File: config.mk
export PLATFORM = sky130hd
export DESIGN_NAME = bpt_queue
export DESIGN_NICKNAME = d
export VERILOG_FILES = /design/src/hw/rtl/bpt_queue.sv
export SDC_FILE = /design/constraint.sdc
export NUM_CORES = 1
export LEC_CHECK = 0
export ABC_AREA = 1
export ABC_CLOCK_PERIOD_IN_PS = 3300
export BUFFER_PORTS_ARGS = -buffer_cell sky130_fd_sc_hd__buf_4
export CAP_MARGIN = 20
export CORE_ASPECT_RATIO = 1.25
export CORE_UTILIZATION = 50
export CTS_CLUSTER_DIAMETER = 80
export DETAILED_ROUTE_END_ITERATION = 8
export GPL_ROUTABILITY_DRIVEN = 0
export PLACE_DENSITY = 0.76
export SLEW_MARGIN = 5
export SYNTH_ARGS = -nofsm -noshare
export SYNTH_HDL_FRONTEND = slang
export SYNTH_SLANG_ARGS = --single-unit
File: constraint.sdc
create_clock -name clk -period 3.3 [get_ports clk]
set_clock_uncertainty 0.15 [all_clocks]
set_input_delay 0.825 -clock clk [delete_from_list [all_inputs] [get_ports clk]]
set_output_delay 0.825 -clock clk [all_outputs]
set_load 0.01 [all_outputs]
File: src/hw/rtl/bpt_queue.sv
// Two-entry queue between the front end and the divider back end.
// No dependencies.
`default_nettype none
module bpt_queue #(
  parameter int W = 8
) (
  input  wire logic         clk,
  input  wire logic         rst,
  input  wire logic         push,
  input  wire logic [W-1:0] push_data,
  output logic              full,
  input  wire logic         pop,
  output logic [W-1:0]      pop_data,
  output logic              empty
);

  logic [W-1:0] mem [2];
  logic         wr_ptr, rd_ptr;
  logic [1:0]   count;

  assign full     = (count == 2'd2);
  assign empty    = (count == 2'd0);
  assign pop_data = mem[rd_ptr];

  always_ff @(posedge clk) begin
    if (rst) begin
      wr_ptr <= 1'b0;
      rd_ptr <= 1'b0;
      count  <= 2'd0;
    end else begin
      if (push) wr_ptr <= !wr_ptr;
      if (pop) rd_ptr <= !rd_ptr;
      count <= count + 2'(push) - 2'(pop);
    end
  end

  always_ff @(posedge clk) begin
    if (push) mem[wr_ptr] <= push_data;
  end

endmodule
`default_nettype wire

==> results of run 1 <==
[kinds of logic (layout without fill, tap and decap cells)]
logic type      after synthesis  count (layout)  synth area share (%)
buf+inv                       9              33                 4.940
simple gates                 14              14                 6.585
fa+ha+maj                     2               2                 2.994
xor+xnor                      1               1                 1.048
compound gates                1               1                0.5982
flops                        21              21                 69.46
mux                           8               8                 14.37
[registers in the layout (all words and copies together), names as in the netlist, named ones only]
| name | cells |
|---|---|
| count | 2 |
| mem | 16 |
| rd_ptr | 1 |
| wr_ptr | 1 |
[layout by cell type, fill, tap and decap left out]
cell type / synthesis / final
sky130_fd_sc_hd__dfxtp_1: 5 / 5
sky130_fd_sc_hd__buf_4: 0 / 21
sky130_fd_sc_hd__inv_1: 8 / 8
sky130_fd_sc_hd__nand2_1: 4 / 4
sky130_fd_sc_hd__clkbuf_4: 0 / 3
sky130_fd_sc_hd__clkinv_2: 0 / 1
sky130_fd_sc_hd__nor3_1: 1 / 1
sky130_fd_sc_hd__nand3_1: 1 / 1
sky130_fd_sc_hd__ha_1: 2 / 2
sky130_fd_sc_hd__a21oi_1: 1 / 1
sky130_fd_sc_hd__edfxtp_1: 16 / 16
sky130_fd_sc_hd__xnor2_1: 1 / 1
sky130_fd_sc_hd__mux2_4: 8 / 8
sky130_fd_sc_hd__nor2_1: 8 / 8
[per-stage QoR]
| stage | instance area, um^2 | power, uW | setup WS (ns) |
|---|---|---|---|
| after detailed placement | 1005 | 413.3 | 1.213 |
| final | 1032 | 524.4 | 0.8867 |
| after global placement | 1005 | 409.2 | 1.223 |
| after global routing | 1032 | 549.0 | 0.8336 |
| after CTS | 1032 | 527.8 | 0.8692 |
| after floorplan | 835.8 | 372.3 | 1.565 |
[final cells by class]
class	count	area [um^2]
clock buffer	3	22.52
clock inverter	1	5.005
fill	117	529.3
inverter	8	30.03
multi-input combinational	26	214.0
sequential	21	580.6
tap	18	22.52
timing repair buffer	21	157.7
[routing by layer]
metal	GRT usage, %	vias to the layer above	share of wire (%)	routed length (um)
met5	0	-	0	0
met4	14.48	0	3.1	38
met3	2.791	4	4.2	51
met2	25.67	17	53	640
met1	17.67	225	40	482
li1	-	237	-	-
[worst max-delay path, cell delays in order (launching register included)]
cell	delay, ns
sky130_fd_sc_hd__dfxtp_1	0.66
sky130_fd_sc_hd__mux2_4	0.34
sky130_fd_sc_hd__buf_4	0.14
[how the worst min path moves through the flow]
stage                       from  endpoint
after detailed placement  rd_ptr    rd_ptr
after global placement    rd_ptr    rd_ptr
final                     wr_ptr    wr_ptr
after CTS                 wr_ptr    wr_ptr
after floorplan           rd_ptr      flop
after global routing      wr_ptr    wr_ptr
[power by group through the flow]
stage / registers (uW) / clock network (uW) / logic [uW]
after CTS: 316 / 120 / 91.6
after floorplan: 315 / 0 / 57.6
final: 315 / 119 / 89.9
after global routing: 317 / 131 / 100
after detailed placement: 322 / 0 / 91.5
after global placement: 321 / 0 / 88.4
==> metrics.log, run 1 <==
[metrics] status: finished clean
[metrics] predominant post-synthesis flop cell: sky130_fd_sc_hd__edfxtp_1
[metrics] top cells by count, synth: 16 x sky130_fd_sc_hd__edfxtp_1, 8 x sky130_fd_sc_hd__inv_1, 8 x sky130_fd_sc_hd__mux2_4, 8 x sky130_fd_sc_hd__nor2_1, 5 x sky130_fd_sc_hd__dfxtp_1
[metrics] non-filler instance count after layout: 98
[metrics] aggregate global routing overflow: 0
[metrics] Synth warnings: 0
[metrics] Final TNS setup: 0 ns
[metrics] number of placed instances, taps included: 94
[metrics] Site Rows: 16
[metrics] smallest hold slack: about 0.38 ns
[metrics] ports placed on the boundary: 22
[metrics] share of power burned in registers: 60.2%
[metrics] IR drop worst, VDD: 0.3046 mV
[metrics] antenna-violating nets left: 0
[metrics] signal arrival time at the worst endpoint: 1.44 ns
[metrics] asr flop ratio synth: 0%
[metrics] First DRT Iteration DRCs: 5
[metrics] PortBufs: 21
[metrics] HPWL after detailed placement: between 900 and 1000 um
[metrics] drt via density: 4.929
[metrics] antenna diode count: 0
[metrics] DIE HEIGHT: about 48 um
[metrics] most common cell in the netlist: sky130_fd_sc_hd__edfxtp_1
[metrics] Slew Viols, Final: 0
[metrics] worst-skew pair later-pin latency: 0.30 ns
[metrics] path type of the worst min-delay path: reg2reg
[metrics] post-synthesis sequential area ratio: 69.46%
[metrics] net total in the final layout: 95
[metrics] cell internal power dissipation: ~400 uW
[metrics] min Tclk post-route: 2.413 ns
[metrics] Post-CTS Setup Bufs: 0
[metrics] die area: 1840 um^2
[metrics] endpoint class of the critical path: output pin
[metrics] synthesis-to-finish area growth: 23.50%
[metrics] root cell of the clock tree: sky130_fd_sc_hd__clkbuf_4
[metrics] count of cell types in the netlist: 12
[metrics] number of hold buffers added after cts: 0
[metrics] via count of the first global-routing pass: approximately 440
[metrics] post-route clock period utilization: 73.13%
[metrics] maximum fanout along the worst path: 8
[metrics] number of antenna violations at the first check in global routing: 0
[metrics] Max Cap Violations: 0
[metrics] via count: 483
[metrics] Gates resized, CTS repair: 0
[metrics] number of cells traversed by the worst hold path: 2
[metrics] startpoint types: flop
[metrics] Setup Viol. Count Final: 0
[metrics] Gate power share: between 10% and 20%
[metrics] library cell with the largest summed area after synthesis: sky130_fd_sc_hd__edfxtp_1
[metrics] core region area: 1562 um^2
[metrics] count of flip-flops with a built-in enable after synthesis: 16
[metrics] maximum number of pins on one net before global-route repair: 13
[metrics] effective utilization at floorplan: between 50% and 60%
[metrics] total track usage: between 15 and 20%
[metrics] Max Freq: 414.4 MHz
[metrics] data required time of the critical path: 2.32 ns
[metrics] part of the total power dissipated in the clock network: roughly 23%
[metrics] top-area cell type share of the netlist area: 57.49%
[metrics] sw power: 123.3 uW
[metrics] Post-Syn Area: around 840 um^2
[metrics] number of buffers added by the clock tree synthesis step: 3
[metrics] Fin. Hold Viols: 0
[metrics] transition at the pin with the smallest max-transition slack: 0.6832 ns
[metrics] Clock Tree Buf Depth: 2
[metrics] worst-case reg-to-reg path depth: 1
[metrics] ranking of synthesized cells by area: sky130_fd_sc_hd__edfxtp_1 57%, sky130_fd_sc_hd__mux2_4 14%, sky130_fd_sc_hd__dfxtp_1 12%
[metrics] synthesized flop and latch total: 21
[metrics] kind of critical path: reg2out
[metrics] CTS sink cnt: 21
[metrics] mean post-synth cell area: 14.93 um^2
[metrics] share of the core filled with cells in the final layout: 66.11%
[metrics] Post-Synthesis Net Count: 70
[metrics] Clk pin slew, worst setup/hold paths: 0.11 ns
[metrics] post-route DRC violation count: 0
[metrics] Max H-tree Level: 1
[metrics] global-route wire length before repair: 1849 um
[metrics] capture point of the critical path: pop_data[2]
[metrics] Chip Width: 38.57 um
[metrics] average wire per standard cell: between 10 and 15 um
[metrics] capture point of the worst reg-to-reg path: mem[0][4]
[metrics] Final Routed Wirelength: 1212 um
[metrics] leakage power summed over all cells: around 0.00046 uW
[metrics] gate count of the mapped netlist: 56
[metrics] worst reg2reg startpoint: wr_ptr
[metrics] share of cells above drive strength 1: roughly 41%
[metrics] number of search-and-repair iterations in the first detailed-routing pass: 4
[metrics] slack of the worst reg-to-reg path: 1.92 ns
[metrics] P per Cell Area: around 510 nW/um^2
[metrics] CTS tree: yes
[metrics] Max transition margin: 54.28%
[metrics] setup repair after global routing missed its margin: no
[metrics] switching share of power: between 20% and 30%
No activity file was read; power rests on OpenSTA's default activity.
==> run 2: changes to the inputs <==
- ABC_AREA: 1 -> 0
- ABC_CLOCK_PERIOD_IN_PS: 3300 -> 2300
- CORE_UTILIZATION: 50 -> 48
- PLACE_DENSITY: 0.76 -> 0.74
- clock period: 3.3 -> 2.3 ns (I/O delays scaled with it)
==> metrics.log, run 2 <==
[metrics] signal arrival time at the worst endpoint: 1.36 ns
[metrics] leakage power summed over all cells: 0.0004022 uW
[metrics] min Tclk post-route: 2.083 ns
[metrics] top-area cell type share of the netlist area: 60.66%
[metrics] transition at the pin with the smallest max-transition slack: between 0.3 and 0.4 ns
[metrics] number of buffers added by the clock tree synthesis step: 3
[metrics] terminating pin of the worst hold path: mem[0][2]
[metrics] top cells by count, synth: 16 x sky130_fd_sc_hd__edfxtp_1, 8 x sky130_fd_sc_hd__mux2_2, 5 x sky130_fd_sc_hd__dfxtp_1, 5 x sky130_fd_sc_hd__nor2_1, 3 x sky130_fd_sc_hd__nor2b_1
[metrics] P per Cell Area: 772.8 nW/um^2
[metrics] effective utilization at floorplan: 50.72%
[metrics] via count of the first global-routing pass: 400
[metrics] path type of the worst min-delay path: in2reg
[metrics] startpoint types: flop
[metrics] Max transition margin: 74.53%
[metrics] post-route DRC violation count: 0
[metrics] Post-Syn Area: 792.0 um^2
[metrics] status: finished clean
[metrics] max FFs per register: 16
[metrics] CTS sink cnt: 21
[metrics] endpoint class of the critical path: output pin
[metrics] synthesis-to-finish area growth: 26.38%
[metrics] root cell of the clock tree: sky130_fd_sc_hd__clkbuf_4
[metrics] Final TNS setup: 0 ns
[metrics] number of hold buffers added after cts: 0
[metrics] DIE HEIGHT: around 47 um
[metrics] count of cell types in the netlist: 11
[metrics] Max Freq: 480.0 MHz
[metrics] non-filler instance count after layout: 89
[metrics] CTS tree: yes
[metrics] synthesized flop and latch total: 21
[metrics] PortBufs: 21
[metrics] most common cell in the netlist: sky130_fd_sc_hd__edfxtp_1
[metrics] capture point of the worst reg-to-reg path: count[1]
[metrics] Non-Filler Cell Area, Final: between 1000 and 1500 um^2
[metrics] Setup Viol. Count Final: 0
[metrics] number of antenna violations at the first check in global routing: 0
[metrics] maximum fanout along the worst path: 8
[metrics] Site Rows: 16
[metrics] share of cells above drive strength 1: 46.48%
[metrics] Clk pin slew, worst setup/hold paths: about 0.11 ns
[metrics] worst reg2reg startpoint: count[0]
[metrics] antenna-violating nets left: 0
[metrics] worst-skew pair later-pin latency: 0.29 ns
[metrics] Post-DP Area: 974.7 um^2
[metrics] setup repair after global routing missed its margin: no
[metrics] aggregate global routing overflow: 0
[metrics] number of placed instances, taps included: 85
[metrics] via count: 439
[metrics] Slew Viols, Final: 0
[metrics] registers with the most flip-flops: mem x16, count x2
[metrics] number of search-and-repair iterations in the first detailed-routing pass: 3
[metrics] post-synthesis sequential area ratio: 73.30%
[metrics] total track usage: between 10% and 20%
[metrics] kind of critical path: reg2out
[metrics] start point of the worst min-delay path: push_data[2]
[metrics] IR drop worst, VDD: roughly 0.54 mV
[metrics] most used cells in the layout excluding fill and tap cells: 22 x sky130_fd_sc_hd__buf_4, 16 x sky130_fd_sc_hd__edfxtp_1, 8 x sky130_fd_sc_hd__mux2_2, 5 x sky130_fd_sc_hd__nor2_1, 5 x sky130_fd_sc_hd__dfxtp_1
[metrics] core region area: about 1600 um^2
[metrics] Synth warnings: 0
[metrics] ports placed on the boundary: 22
[metrics] Max Cap Violations: 0
[metrics] die area: 1817 um^2
[metrics] worst-case reg-to-reg path depth: 6
[metrics] First DRT Iteration DRCs: 6
[metrics] number of cells traversed by the worst hold path: 1
[metrics] global-route wire length before repair: 1642 um
[metrics] count of flip-flops with a built-in enable after synthesis: 16
[metrics] library cell with the largest summed area after synthesis: sky130_fd_sc_hd__edfxtp_1
[metrics] gate count of the mapped netlist: 46
[metrics] maximum number of pins on one net before global-route repair: 12
[metrics] Max H-tree Level: 1
[metrics] data required time of the critical path: 1.57 ns
[metrics] predominant post-synthesis flop cell: sky130_fd_sc_hd__edfxtp_1
[metrics] Final Routed Wirelength: 1153 um
[metrics] slack of the worst reg-to-reg path: approximately 0.75 ns
[metrics] ranking of synthesized cells by area: sky130_fd_sc_hd__edfxtp_1 61%, sky130_fd_sc_hd__dfxtp_1 13%, sky130_fd_sc_hd__mux2_2 11%
[metrics] Biggest register: mem
[metrics] Clock Tree Buf Depth: 2
[metrics] most frequent standard cell in the layout excluding fill and tap cells: sky130_fd_sc_hd__buf_4
[metrics] Fin. Hold Viols: 0
[metrics] Gates resized, CTS repair: 0
[metrics] mean post-synth cell area: 17.22 um^2
[metrics] drt via density: 4.933
[metrics] post-route clock period utilization: 90.58%
[metrics] average wire per standard cell: 12.96 um
[metrics] antenna diode count: 0
[metrics] HPWL after detailed placement: 850.6 um
[metrics] Chip Width: 38.33 um
[metrics] Post-CTS Setup Bufs: 0
[metrics] net total in the final layout: 86
[metrics] Post-Synthesis Net Count: 60
[metrics] asr flop ratio synth: 0%
## run 2: metal layers
metal  part of all wire, %  vias up  global-route usage [%]
met5                     0        -                       0
met4                   1.5        0                   8.276
met3                   4.9        2                   2.791
met2                    53       16                   24.41
met1                    41      208                   14.51
li1                      -      213                       -
## run 2: cell families (layout without fill, tap and decap cells)
logic type    Yosys count  after routing  share of synthesized area (%)
buf+inv                 3             28                          1.580
flops                  21             21                          73.30
mux                     8              8                          11.37
fa+ha+maj               2              2                          3.159
xor+xnor                3              3                          5.055
simple gates            9              9                          5.530
## run 2: worst max-delay path by stage
| stage | startpoint | endpoint | slack (ns) | depth (start not counted) |
|---|---|---|---|---|
| floorplan | pop | count[1] | 0.64 | 5 |
| global placement | pop | count[1] | 0.50 | 6 |
| detailed placement | pop | count[1] | 0.44 | 6 |
| CTS | flop | pop_data[5] | 0.19 | 2 |
| global route | flop | pop_data[5] | 0.14 | 2 |
| finish | flop | pop_data[5] | 0.22 | 2 |
## run 2: power by group
part / internal, uW / total (uW) / switching [uW]
clock network: 67.5 / 171 / 104
logic: 89.2 / 144 / 55.3
registers: 440 / 458 / 17.4
total: 597 / 774 / 177
## run 2: metrics by stage
step,utilization [%],setup slack (ns),power (uW),hold WS (ns)
after floorplan,-,0.6388,542.7,0.3299
after global placement,62.42,0.4964,607.6,0.3633
after detailed placement,62.42,0.4351,614.3,0.3634
after CTS,64.10,0.1919,779.4,0.3015
after global routing,64.10,0.1449,803.6,0.2893
final,64.10,0.2167,773.6,0.3053
## run 2: layout make-up
cell class | instances | area (um^2)
clock buffers | 4 | 26.28
fillers | 127 | 560.5
inverters | 2 | 7.507
multi-input cells | 22 | 198.9
flip-flops and latches | 21 | 580.6
well taps | 18 | 22.52
repair buffers | 22 | 165.2
## run 2: worst max-delay path, cell delays in order (launching register included)
cell and delay, ns:
sky130_fd_sc_hd__dfxtp_1 0.53, sky130_fd_sc_hd__mux2_2 0.39, sky130_fd_sc_hd__buf_4 0.14
==> run 3: changes to the inputs <==
- BUFFER_PORTS_ARGS: -buffer_cell sky130_fd_sc_hd__buf_4 -> unset
- CORE_ASPECT_RATIO: 1.25 -> unset
- CORE_UTILIZATION: 48 -> 50
- DONT_BUFFER_PORTS: unset -> 1
- PLACE_DENSITY: 0.74 -> 0.67
==> metrics.log, run 3 (synthesized netlist as in run 2, its figures left out) <==
[metrics] worst-skew pair later-pin latency: between 0.2 and 0.3 ns
[metrics] Critical Path Slowest Stage Cell: sky130_fd_sc_hd__dfxtp_1
[metrics] root cell of the clock tree: sky130_fd_sc_hd__clkbuf_4
[metrics] core region area: approximately 1500 um^2
[metrics] Max transition margin: approximately 74%
[metrics] number of search-and-repair iterations in the first detailed-routing pass: 4
[metrics] data required time of the critical path: 1.57 ns
[metrics] number of hold buffers added after cts: 0
[metrics] ports placed on the boundary: 22
[metrics] global-route wire length before repair: 1800 um
[metrics] most used cells in the layout excluding fill and tap cells: 16 x sky130_fd_sc_hd__edfxtp_1, 8 x sky130_fd_sc_hd__mux2_2, 5 x sky130_fd_sc_hd__nor2_1, 5 x sky130_fd_sc_hd__dfxtp_1
[metrics] registers with the most flip-flops: mem x16, count x2
[metrics] maximum number of pins on one net before global-route repair: 12
[metrics] number of buffers added by the clock tree synthesis step: 3
[metrics] number of antenna violations at the first check in global routing: 0
[metrics] die area: 1747 um^2
[metrics] post-route clock period utilization: 85.55%
[metrics] effective utilization at floorplan: 53.19%
[metrics] antenna-violating nets left: 0
[metrics] Max Freq: 508.2 MHz
[metrics] Gate power share: 13.3%
[metrics] post-route DRC violation count: 0
[metrics] transition at the pin with the smallest max-transition slack: 0.3934 ns
[metrics] aggregate global routing overflow: 0
[metrics] Max Cap Violations: 0
[metrics] cells along the critical path: mux2_2
[metrics] leakage power summed over all cells: between 0.0003 and 0.0004 uW
[metrics] startpoint types: flop
[metrics] PortBufs: 0
[metrics] Site Rows: 14
[metrics] path type of the worst min-delay path: in2reg
[metrics] drt via density: 5.303
[metrics] P per Cell Area: 857.1 nW/um^2
[metrics] Final Routed Wirelength: between 1000 and 1500 um
[metrics] cell internal power dissipation: 556.6 uW
[metrics] total track usage: 14.63%
[metrics] kind of critical path: reg2out
[metrics] Fin. Hold Viols: 0
[metrics] Slew Viols, Final: 0
[metrics] CTS tree: yes
[metrics] setup repair after global routing missed its margin: no
[metrics] via count: 350
[metrics] via count of the first global-routing pass: 389
[metrics] Gates resized, CTS repair: 0
[metrics] switching share of power: 22.77%
[metrics] Chip Width: 41.80 um
[metrics] min Tclk post-route: around 2.0 ns
[metrics] average wire per standard cell: approximately 17 um
[metrics] Max H-tree Level: 1
[metrics] antenna diode count: 0
[metrics] CP bufs+invs: 0
[metrics] number of filler instances in the final layout: 120
[metrics] Final TNS setup: 0 ns
[metrics] HPWL after detailed placement: 863.5 um
[metrics] DIE HEIGHT: 41.80 um
[metrics] IR drop worst, VDD: between 0.4 and 0.5 mV
[metrics] Biggest register: mem
[metrics] status: finished clean
[metrics] Clock Tree Buf Depth: 2
[metrics] synthesis-to-finish area growth: 6.161%
[metrics] Top delay family on crit path: flip-flops
[metrics] smallest hold slack: roughly 0.18 ns
[metrics] signal arrival time at the worst endpoint: 1.24 ns
[metrics] maximum fanout along the worst path: 8
[metrics] CTS sink cnt: 21
[metrics] endpoint class of the critical path: output pin
[metrics] Slowest Stage Delay on Critical Path: 0.53 ns
[metrics] sw power: 164.1 uW
[metrics] share of power burned in registers: 63.4%
[metrics] part of the total power dissipated in the clock network: 23.3%
[metrics] most frequent standard cell in the layout excluding fill and tap cells: sky130_fd_sc_hd__edfxtp_1
[metrics] max FFs per register: 16
[metrics] Clk pin slew, worst setup/hold paths: 0.11 ns
[metrics] First DRT Iteration DRCs: 5
[metrics] share of cells above drive strength 1: about a quarter
[metrics] Post-CTS Setup Bufs: 0
[metrics] Setup Viol. Count Final: 0
[metrics] share of the core filled with cells in the final layout: 56.47%
[metrics] net total in the final layout: 65
run 3: cell count changes in the layout (fill, tap and decap cells not counted):
cell                    delta
sky130_fd_sc_hd__buf_4    -21
run 3: power groups by stage:
stage / clock, uW / combinational [uW] / sequential, uW
6_report: 168 / 95.6 / 457
5_1_grt: 182 / 105 / 463
4_1_cts: 172 / 97.2 / 458
3_5_place_dp: 0 / 96.6 / 467
3_3_place_gp: 0 / 88.6 / 465
2_1_floorplan: 0 / 84.1 / 459
run 3: final cells by class:
class	instances	area, um^2	area share, %
multi-input cells	22	198.9	23.66
clock buffers	4	26.28	3.125
inverters	2	7.507	0.8929
flip-flops and latches	21	580.6	69.05
well taps	16	20.02	2.381
repair buffers	1	7.507	0.8929
run 3: path summary, 6_finish.rpt:
| kind | from | slack (ns) | cells past startpoint | end |
|---|---|---|---|---|
| worst max-delay path | flop | 0.33 | 1 | pop_data[3] |
| worst min-delay path | rst | 0.18 | 1 | flop |
| worst max register to register | count[0] | 0.67 | 6 | count[1] |
| worst min register to register | rd_ptr | 0.38 | 2 | flop |
run 3: routing by layer:
layer / track usage, % / share of wire, %
met4: 5.806 / 0.54
met2: 28.13 / 59
met3: 5.217 / 7.0
met1: 13.61 / 34
met5: 0 / 0
run 3: through the flow:
stage | setup slack [ns] | area, um^2 | total power, uW | std cells
floorplan | 0.6388 | 792.0 | 542.7 | 46
global placement | 0.6193 | 814.5 | 553.2 | 62
detailed placement | 0.4869 | 814.5 | 563.7 | 62
CTS | 0.3019 | 840.8 | 727.3 | 66
global route | 0.2574 | 840.8 | 749.3 | 66
finish | 0.3324 | 840.8 | 720.7 | 66
